### src/hw/rtl/qds_pkg.sv
// ---------------------------------------------------------------------------
// qds_pkg
// types, constants and the gray-code step for the quadrature decoder
// ---------------------------------------------------------------------------
package qds_pkg;

    localparam int FRAC_BITS = 16;
    localparam int TIME_W    = 32;
    localparam int TICKS_W   = 16;
    localparam int DEN_W     = TIME_W + TICKS_W;
    localparam int RPS_W     = 26;
    localparam int RPM_W     = 32;
    localparam int CFG_IDX_W = 2;
    localparam int CFG_W     = 32;

    localparam longint FULL_SPEED = longint'(1000) << FRAC_BITS;
    localparam int     SPEED_W    = $clog2(FULL_SPEED + 1);
    localparam int     CNT_W      = $clog2(SPEED_W);
    localparam int     EXT_W      = (SPEED_W + 6 > RPM_W) ? SPEED_W + 6 : RPM_W;

    localparam logic [SPEED_W-1:0] FULL_VEC = SPEED_W'(FULL_SPEED);
    localparam logic [EXT_W-1:0]   RPS_MAX  = EXT_W'((longint'(1) << RPS_W) - 1);
    localparam logic [EXT_W-1:0]   RPM_MAX  = EXT_W'((longint'(1) << RPM_W) - 1);
    localparam logic [EXT_W-1:0]   RPM_MUL  = EXT_W'(60);

    localparam logic [CFG_IDX_W-1:0] REG_TICKS   = CFG_IDX_W'(0);
    localparam logic [CFG_IDX_W-1:0] REG_TIMEOUT = CFG_IDX_W'(1);
    localparam logic [CFG_IDX_W-1:0] REG_SWAP    = CFG_IDX_W'(2);

    localparam logic [TICKS_W-1:0] TICKS_RESET   = TICKS_W'(20);
    localparam logic [TIME_W-1:0]  TIMEOUT_RESET = TIME_W'(500);

    typedef enum logic [1:0] {
        MOT_STOP = 2'd0,
        MOT_FWD  = 2'd1,
        MOT_BWD  = 2'd2
    } motion_t;

    typedef struct packed {
        logic              level_a;
        logic              level_b;
        logic [TIME_W-1:0] now_ms;
    } sample_t;

    typedef struct packed {
        logic             moving;
        logic             dir_forward;
        logic             dir_backward;
        logic [RPS_W-1:0] rev_per_sec;
        logic [RPM_W-1:0] rev_per_min;
    } result_t;

    // forward is 11 > 01 > 00 > 10 > 11 (a then b)
    function automatic motion_t next_motion(
        input logic [1:0] p,
        input logic [1:0] c,
        input motion_t    old
    );
        motion_t m;
        m = old;
        unique case (p)
            2'b11:
            begin
                if (c == 2'b01) m = MOT_FWD;
                else if (c == 2'b10) m = MOT_BWD;
            end
            2'b10:
            begin
                if (c == 2'b11) m = MOT_FWD;
                else if (c == 2'b00) m = MOT_BWD;
            end
            2'b01:
            begin
                if (c == 2'b00) m = MOT_FWD;
                else if (c == 2'b11) m = MOT_BWD;
            end
            default:
            begin
                if (c == 2'b10) m = MOT_FWD;
                else if (c == 2'b01) m = MOT_BWD;
            end
        endcase
        return m;
    endfunction

endpackage

### src/hw/rtl/quadrature_direction_speed.sv
// ---------------------------------------------------------------------------
// quadrature_direction_speed
// quadrature encoder decoder: direction from the gray-code step, speed in
// unsigned q16 revolutions per second and per minute, stop after a timeout
// ---------------------------------------------------------------------------
// Every sample word gives exactly one result word. A sample with no line
// change passes through the done state into the output register, and the
// sample side is ready again in the same cycle that its answer appears. A
// sample with a change passes through the divider: the interval times ticks
// product is registered, a restoring divider produces one quotient bit per
// cycle, the quotient is taken into the speed register and then the output
// register is loaded. When the product is zero the division steps are
// skipped and the quotient saturates at full scale. The sample side is not
// ready while a word is in work; a finished result waits in the output
// register while the next sample is taken, and a result that cannot be
// handed over because the previous one is still held stalls the block.
// Register writes are expected only while the block is idle.
module quadrature_direction_speed (
    input  logic                              clk,
    input  logic                              rst_n,
    input  logic                              sample_valid,
    output logic                              sample_ready,
    input  qds_pkg::sample_t                  sample,
    output logic                              result_valid,
    input  logic                              result_ready,
    output qds_pkg::result_t                  result,
    input  logic                              cfg_we,
    input  logic [qds_pkg::CFG_IDX_W-1:0]     cfg_index,
    input  logic [qds_pkg::CFG_W-1:0]         cfg_data
);

    typedef enum logic [2:0] {
        S_IDLE = 3'b001,
        S_CALC = 3'b010,
        S_DONE = 3'b100
    } state_t;

    state_t                          state_reg, state_next;
    logic [qds_pkg::TICKS_W-1:0]     ticks_reg;
    logic [qds_pkg::TIME_W-1:0]      timeout_reg;
    logic                            swap_reg;
    logic                            prev_a_reg, prev_a_next;
    logic                            prev_b_reg, prev_b_next;
    qds_pkg::motion_t                motion_reg, motion_next;
    logic [qds_pkg::TIME_W-1:0]      last_reg, last_next;
    logic [qds_pkg::SPEED_W-1:0]     speed_reg, speed_next;
    logic                            result_valid_reg, result_valid_next;
    qds_pkg::result_t                result_reg, result_next;

    logic                            accept;
    logic                            changed;
    logic [qds_pkg::TIME_W-1:0]      elapsed;
    logic                            div_start;
    logic                            div_done;
    logic [qds_pkg::SPEED_W-1:0]     div_quo;
    logic                            fwd, bwd;
    logic [qds_pkg::EXT_W-1:0]       speed_ext;
    logic [qds_pkg::EXT_W-1:0]       rpm_full;
    qds_pkg::result_t                result_new;

    assign sample_ready = (state_reg == S_IDLE);
    assign accept       = sample_valid && sample_ready;
    assign changed      = (sample.level_a != prev_a_reg) || (sample.level_b != prev_b_reg);
    assign elapsed      = sample.now_ms - last_reg;

    qds_divider u_div (
        .clk      (clk),
        .rst_n    (rst_n),
        .start    (div_start),
        .elapsed  (elapsed),
        .ticks    (ticks_reg),
        .done     (div_done),
        .quotient (div_quo)
    );

    // result formatting with swap and saturation
    always_comb
    begin
        fwd       = (motion_reg == qds_pkg::MOT_FWD);
        bwd       = (motion_reg == qds_pkg::MOT_BWD);
        speed_ext = qds_pkg::EXT_W'(speed_reg);
        rpm_full  = speed_ext * qds_pkg::RPM_MUL;
        result_new.moving       = (motion_reg != qds_pkg::MOT_STOP);
        result_new.dir_forward  = swap_reg ? bwd : fwd;
        result_new.dir_backward = swap_reg ? fwd : bwd;
        result_new.rev_per_sec  = (speed_ext > qds_pkg::RPS_MAX)
                                  ? '1 : speed_ext[qds_pkg::RPS_W-1:0];
        result_new.rev_per_min  = (rpm_full > qds_pkg::RPM_MAX)
                                  ? '1 : rpm_full[qds_pkg::RPM_W-1:0];
    end

    always_comb
    begin
        state_next        = state_reg;
        prev_a_next       = prev_a_reg;
        prev_b_next       = prev_b_reg;
        motion_next       = motion_reg;
        last_next         = last_reg;
        speed_next        = speed_reg;
        result_valid_next = result_valid_reg && !result_ready;
        result_next       = result_reg;
        div_start         = 1'b0;
        unique case (state_reg)
            S_IDLE:
            begin
                if (accept)
                begin
                    prev_a_next = sample.level_a;
                    prev_b_next = sample.level_b;
                    if (!changed)
                    begin
                        if (elapsed > timeout_reg)
                        begin
                            motion_next = qds_pkg::MOT_STOP;
                            speed_next  = '0;
                        end
                        state_next = S_DONE;
                    end
                    else
                    begin
                        motion_next = qds_pkg::next_motion({prev_a_reg, prev_b_reg},
                                                           {sample.level_a, sample.level_b},
                                                           motion_reg);
                        last_next   = sample.now_ms;
                        div_start   = 1'b1;
                        state_next  = S_CALC;
                    end
                end
            end
            S_CALC:
            begin
                if (div_done)
                begin
                    speed_next = div_quo;
                    state_next = S_DONE;
                end
            end
            S_DONE:
            begin
                if (!result_valid_reg || result_ready)
                begin
                    result_next       = result_new;
                    result_valid_next = 1'b1;
                    state_next        = S_IDLE;
                end
            end
            default:
            begin
                state_next = S_IDLE;
            end
        endcase
    end

    always_ff @(posedge clk or negedge rst_n)
    begin
        if (!rst_n)
        begin
            state_reg        <= S_IDLE;
            ticks_reg        <= qds_pkg::TICKS_RESET;
            timeout_reg      <= qds_pkg::TIMEOUT_RESET;
            swap_reg         <= 1'b0;
            prev_a_reg       <= 1'b0;
            prev_b_reg       <= 1'b0;
            motion_reg       <= qds_pkg::MOT_STOP;
            last_reg         <= '0;
            speed_reg        <= '0;
            result_valid_reg <= 1'b0;
        end
        else
        begin
            state_reg        <= state_next;
            prev_a_reg       <= prev_a_next;
            prev_b_reg       <= prev_b_next;
            motion_reg       <= motion_next;
            last_reg         <= last_next;
            speed_reg        <= speed_next;
            result_valid_reg <= result_valid_next;
            if (cfg_we)
            begin
                unique case (cfg_index)
                    qds_pkg::REG_TICKS:   ticks_reg   <= cfg_data[qds_pkg::TICKS_W-1:0];
                    qds_pkg::REG_TIMEOUT: timeout_reg <= cfg_data[qds_pkg::TIME_W-1:0];
                    qds_pkg::REG_SWAP:    swap_reg    <= cfg_data[0];
                    default:
                    begin
                    end
                endcase
            end
        end
    end

    always_ff @(posedge clk)
    begin
        result_reg <= result_next;
    end

    assign result_valid = result_valid_reg;
    assign result       = result_reg;

endmodule

### src/hw/rtl/qds_divider.sv
// ---------------------------------------------------------------------------
// qds_divider
// multiplies interval by ticks, then restoring division of the full-scale
// speed constant by that product, one quotient bit per cycle
// ---------------------------------------------------------------------------
module qds_divider (
    input  logic                             clk,
    input  logic                             rst_n,
    input  logic                             start,
    input  logic [qds_pkg::TIME_W-1:0]       elapsed,
    input  logic [qds_pkg::TICKS_W-1:0]      ticks,
    output logic                             done,
    output logic [qds_pkg::SPEED_W-1:0]      quotient
);

    typedef enum logic [2:0] {
        D_IDLE = 3'b001,
        D_MUL  = 3'b010,
        D_DIV  = 3'b100
    } dstate_t;

    dstate_t                         state_reg, state_next;
    logic [qds_pkg::TIME_W-1:0]      elapsed_reg, elapsed_next;
    logic [qds_pkg::TICKS_W-1:0]     ticks_reg, ticks_next;
    logic [qds_pkg::DEN_W-1:0]       den_reg, den_next;
    logic [qds_pkg::DEN_W-1:0]       rem_reg, rem_next;
    logic [qds_pkg::SPEED_W-1:0]     quo_reg, quo_next;
    logic [qds_pkg::CNT_W-1:0]       cnt_reg, cnt_next;
    logic                            done_reg, done_next;
    logic [qds_pkg::DEN_W:0]         trial;
    logic [qds_pkg::DEN_W:0]         den_ext;

    assign trial   = {rem_reg, qds_pkg::FULL_VEC[cnt_reg]};
    assign den_ext = {1'b0, den_reg};

    always_comb
    begin
        state_next   = state_reg;
        elapsed_next = elapsed_reg;
        ticks_next   = ticks_reg;
        den_next     = den_reg;
        rem_next     = rem_reg;
        quo_next     = quo_reg;
        cnt_next     = cnt_reg;
        done_next    = 1'b0;
        unique case (state_reg)
            D_IDLE:
            begin
                if (start)
                begin
                    elapsed_next = elapsed;
                    ticks_next   = ticks;
                    state_next   = D_MUL;
                end
            end
            D_MUL:
            begin
                den_next   = qds_pkg::DEN_W'(elapsed_reg) * qds_pkg::DEN_W'(ticks_reg);
                rem_next   = '0;
                cnt_next   = qds_pkg::CNT_W'(qds_pkg::SPEED_W - 1);
                state_next = D_DIV;
            end
            D_DIV:
            begin
                if (den_reg == '0)
                begin
                    // zero interval or zero ticks saturates at full scale
                    quo_next   = qds_pkg::FULL_VEC;
                    done_next  = 1'b1;
                    state_next = D_IDLE;
                end
                else
                begin
                    if (trial >= den_ext)
                    begin
                        rem_next = qds_pkg::DEN_W'(trial - den_ext);
                        quo_next = {quo_reg[qds_pkg::SPEED_W-2:0], 1'b1};
                    end
                    else
                    begin
                        rem_next = trial[qds_pkg::DEN_W-1:0];
                        quo_next = {quo_reg[qds_pkg::SPEED_W-2:0], 1'b0};
                    end
                    if (cnt_reg == '0)
                    begin
                        done_next  = 1'b1;
                        state_next = D_IDLE;
                    end
                    else
                    begin
                        cnt_next = cnt_reg - 1'b1;
                    end
                end
            end
            default:
            begin
                state_next = D_IDLE;
            end
        endcase
    end

    always_ff @(posedge clk or negedge rst_n)
    begin
        if (!rst_n)
        begin
            state_reg <= D_IDLE;
            done_reg  <= 1'b0;
        end
        else
        begin
            state_reg <= state_next;
            done_reg  <= done_next;
        end
    end

    always_ff @(posedge clk)
    begin
        elapsed_reg <= elapsed_next;
        ticks_reg   <= ticks_next;
        den_reg     <= den_next;
        rem_reg     <= rem_next;
        quo_reg     <= quo_next;
        cnt_reg     <= cnt_next;
    end

    assign done     = done_reg;
    assign quotient = quo_reg;

endmodule

### config.mk
export PLATFORM = sky130hd
export DESIGN_NAME = quadrature_direction_speed
export DESIGN_NICKNAME = d
export VERILOG_FILES = /design/src/hw/rtl/qds_pkg.sv /design/src/hw/rtl/quadrature_direction_speed.sv /design/src/hw/rtl/qds_divider.sv
export SDC_FILE = /design/constraint.sdc
export NUM_CORES = 2
export LEC_CHECK = 0
export BUFFER_PORTS_ARGS = -buffer_cell sky130_fd_sc_hd__clkbuf_2
export CAP_MARGIN = 20
export CELL_PAD_IN_SITES_DETAIL_PLACEMENT = 0
export CELL_PAD_IN_SITES_GLOBAL_PLACEMENT = 2
export CORE_MARGIN = 4
export CORE_UTILIZATION = 40
export CTS_BUF_LIST = sky130_fd_sc_hd__clkbuf_4
export DETAILED_ROUTE_END_ITERATION = 12
export PLACE_DENSITY = 0.78
export SLEW_MARGIN = 5
export SYNTH_ARGS = -nofsm -noshare
export SYNTH_HDL_FRONTEND = slang
export SYNTH_SLANG_ARGS = --single-unit
export TNS_END_PERCENT = 1
### constraint.sdc
create_clock -name clk -period 7.8 [get_ports clk]
set_clock_uncertainty 0.1 [all_clocks]
set_input_delay 1.17 -clock clk [delete_from_list [all_inputs] [get_ports clk]]
set_output_delay 1.17 -clock clk [all_outputs]
set_load 0.1 [all_outputs]
==> flow_summary.json <==
{
  "max_stage_delay_ps": 990,
  "synth_cell_types": 96,
  "reg2reg_depth": 21,
  "area_delta_synth_final_pct": 9.34,
  "numCtsBuffers": 100,
  "dp.final_hpwl_um": 73000,
  "largest_register_ffs": 58,
  "min_path_type": "in -> async",
  "via_per_inst": 5.01,
  "routedWlPerCell_um": 17.9,
  "die_area_um2": 96500,
  "final.min_clock_period_ps": 7360,
  "maxCapViolCount": 0,
  "clockBufferDepth": 3,
  "min_period_over_period": 0.943,
  "route.detailed.drc": 0,
  "ant_nets": 0,
  "seq_area_um2": 10000,
  "synth-main-ff-cell": "edfxtp_1",
  "syn-cell-area_um2": 36700,
  "synth_edf_count": 233,
  "post_cts_buffers": 0,
  "clk_pin_slew_ps": 70,
  "wl_um": 91000,
  "slew_headroom": 0.348,
  "crit_path_cell_trace": "buf_4 -> and2_1 -> fa_1 -> fa_1 -> fa_1 -> fa_1 -> fa_1 -> inv_1 -> fa_1 -> inv_1 -> ha_1 -> a21oi_1 -> o21bai_1 -> a2111oi_0 -> o211ai_1 -> nand3b_1 -> a21boi_0 -> o21a_1 -> or2_2 -> a31oi_1 -> xnor2_1",
  "setup_viol": 0,
  "rrSetupSlack_ps": 440,
  "detailroute.via_count": 25500,
  "fmax_ghz": 0.136,
  "start_kind": "flop",
  "grt_use_total": 0.191,
  "ys_warn_count": 0,
  "yosysMostFrequentCell": "inv_1",
  "path_class": "reg -> reg",
  "rsz0062_at_grt": "false",
  "gp_congestion": 0.833,
  "fill_cells": 8939,
  "outcome": "completed",
  "crit_buf_inv": 3,
  "rr_endpoint": "u_div.den_reg[29]",
  "synth_top_area_frac": 0.256,
  "firstDrtPassIters": 5,
  "synth_area_leader_cell": "fa_1",
  "io_buffers": 133,
  "fp.dieW_um": 311,
  "clock-sinks": 353,
  "cts_htree_levels": 3,
  "clock_latency_ps": 870,
  "synthTopCellsByArea": "fa_1, edfxtp_1, ha_1, dfrtp_1, inv_1",
  "async_reset_ff_frac": 0.337,
  "grt_max_degree": 70,
  "cpLargestDelayFamily": "adder cells",
  "grt_pass1_wl_um": 150000,
  "multiInputGateArea_um2": 23800,
  "antenna_found_initial": 3,
  "syn_area_per_cell_um2": 9.98,
  "pin_count": 136,
  "synthTopCellsByCount": "inv_1, fa_1, nand2_1, ha_1, and2_1",
  "placementRows": 110,
  "required_ps": 8260,
  "core-area_um2": 90400,
  "final_nets": 4634,
  "cp_common_cell": "fa_1",
  "critPathMaxFanout": 26,
  "synth_seq_cells": 353,
  "cts-root-buf": "clkbuf_4",
  "start_util": 0.405,
  "syn_inst": 3674,
  "cp-end-kind": "flop",
  "regToRegStartpoint": "u_div.ticks_reg[13]",
  "die_h_um": 311,
  "layout-drive-gt1-share": 0.135,
  "grt_pass1_vias": 26800,
  "overflow": 0,
  "post_cts_resized": 0,
  "fin_setup_tns_ps": 0,
  "slew_viol_final": 0,
  "cts_tree": "yes",
  "crit_arrival_ps": 7820,
  "worst_pin_slew_ps": 978,
  "drt_iter0_markers": 1421,
  "ys_seq_area_frac": 0.273,
  "slowest_stage": "edfxtp_1",
  "startpoint": "u_div.ticks_reg[13]",
  "hold_viol_final": 0,
  "cts_hold_buf": 0
}
worst max path at each step:
stage / to / depth (start not counted) / slack (ps)
2_1_floorplan: u_div.elapsed_reg[0] / 5 / 1100
3_3_place_gp: u_div.den_reg[29] / 22 / 130
3_5_place_dp: u_div.den_reg[29] / 22 / 210
4_1_cts: u_div.den_reg[29] / 22 / 180
5_1_grt: u_div.den_reg[29] / 21 / 8
6_report: u_div.den_reg[29] / 21 / 440
cell families after synthesis:
group / after synthesis / synth area share
compound gates: 559 / 0.102
xor+xnor: 138 / 0.0330
fa+ha+maj: 737 / 0.347
buf+inv: 768 / 0.0797
flops: 353 / 0.273
mux: 86 / 0.0262
other cells: 1 / 0.000102
simple gates: 1032 / 0.138
per-layer routing:
layer  part of all wire  wire length (um)  vias up  GRT usage
li1                   -                 -    12300          -
met1               0.49             44600    12500      0.281
met2               0.44             40300      544      0.295
met3              0.054              4910       85     0.0382
met4              0.014              1310        0     0.0383
met5                  0                 0        -          0
cell usage in the layout, fill, tap and decap left out, drive strengths merged, types with 21 or more instances in the layout:
| master | instances |
|---|---|
| a211oi | 23 |
| a21o | 88 |
| a21oi | 173 |
| a22o | 28 |
| a31oi | 26 |
| and2 | 236 |
| buf | 66 |
| clkbuf | 278 |
| clkinv | 37 |
| dfrtp | 109 |
| edfxtp | 233 |
| fa | 469 |
| ha | 266 |
| inv | 623 |
| mux2 | 80 |
| nand2 | 440 |
| nand3 | 44 |
| nand4 | 33 |
| nor2 | 116 |
| nor2b | 32 |
| nor3 | 24 |
| o21ai | 95 |
| o21bai | 21 |
| xnor2 | 90 |
| xor2 | 48 |
stage by stage:
stage | hold WS [ps] | std cells | worst slack, ps | area (um^2) | utilization
after CTS | 135 | 5083 | 176 | 40000 | 0.443
after floorplan | 321 | 3675 | 1100 | 36700 | -
after global placement | 332 | 4894 | 125 | 38700 | 0.428
after global routing | 170 | 5090 | 8.31 | 40100 | 0.443
final | 217 | 5090 | 443 | 40100 | 0.443
after detailed placement | 335 | 4894 | 214 | 38700 | 0.428
cell type report:
| cell class | instances | share of cell area |
|---|---|---|
| Multi-Input combinational cell | 2554 | 0.593 |
| Sequential cell | 353 | 0.250 |
| Antenna cell | 1 | 0.0000624 |
| Clock buffer | 146 | 0.0273 |
| Timing Repair Buffer | 198 | 0.0291 |
| Clock inverter | 43 | 0.00568 |
| Inverter | 619 | 0.0580 |
| Tap cell | 1176 | 0.0367 |
Power is not shown: default switching activity piles up to over one toggle a cycle in this logic, so the estimate is an artifact.
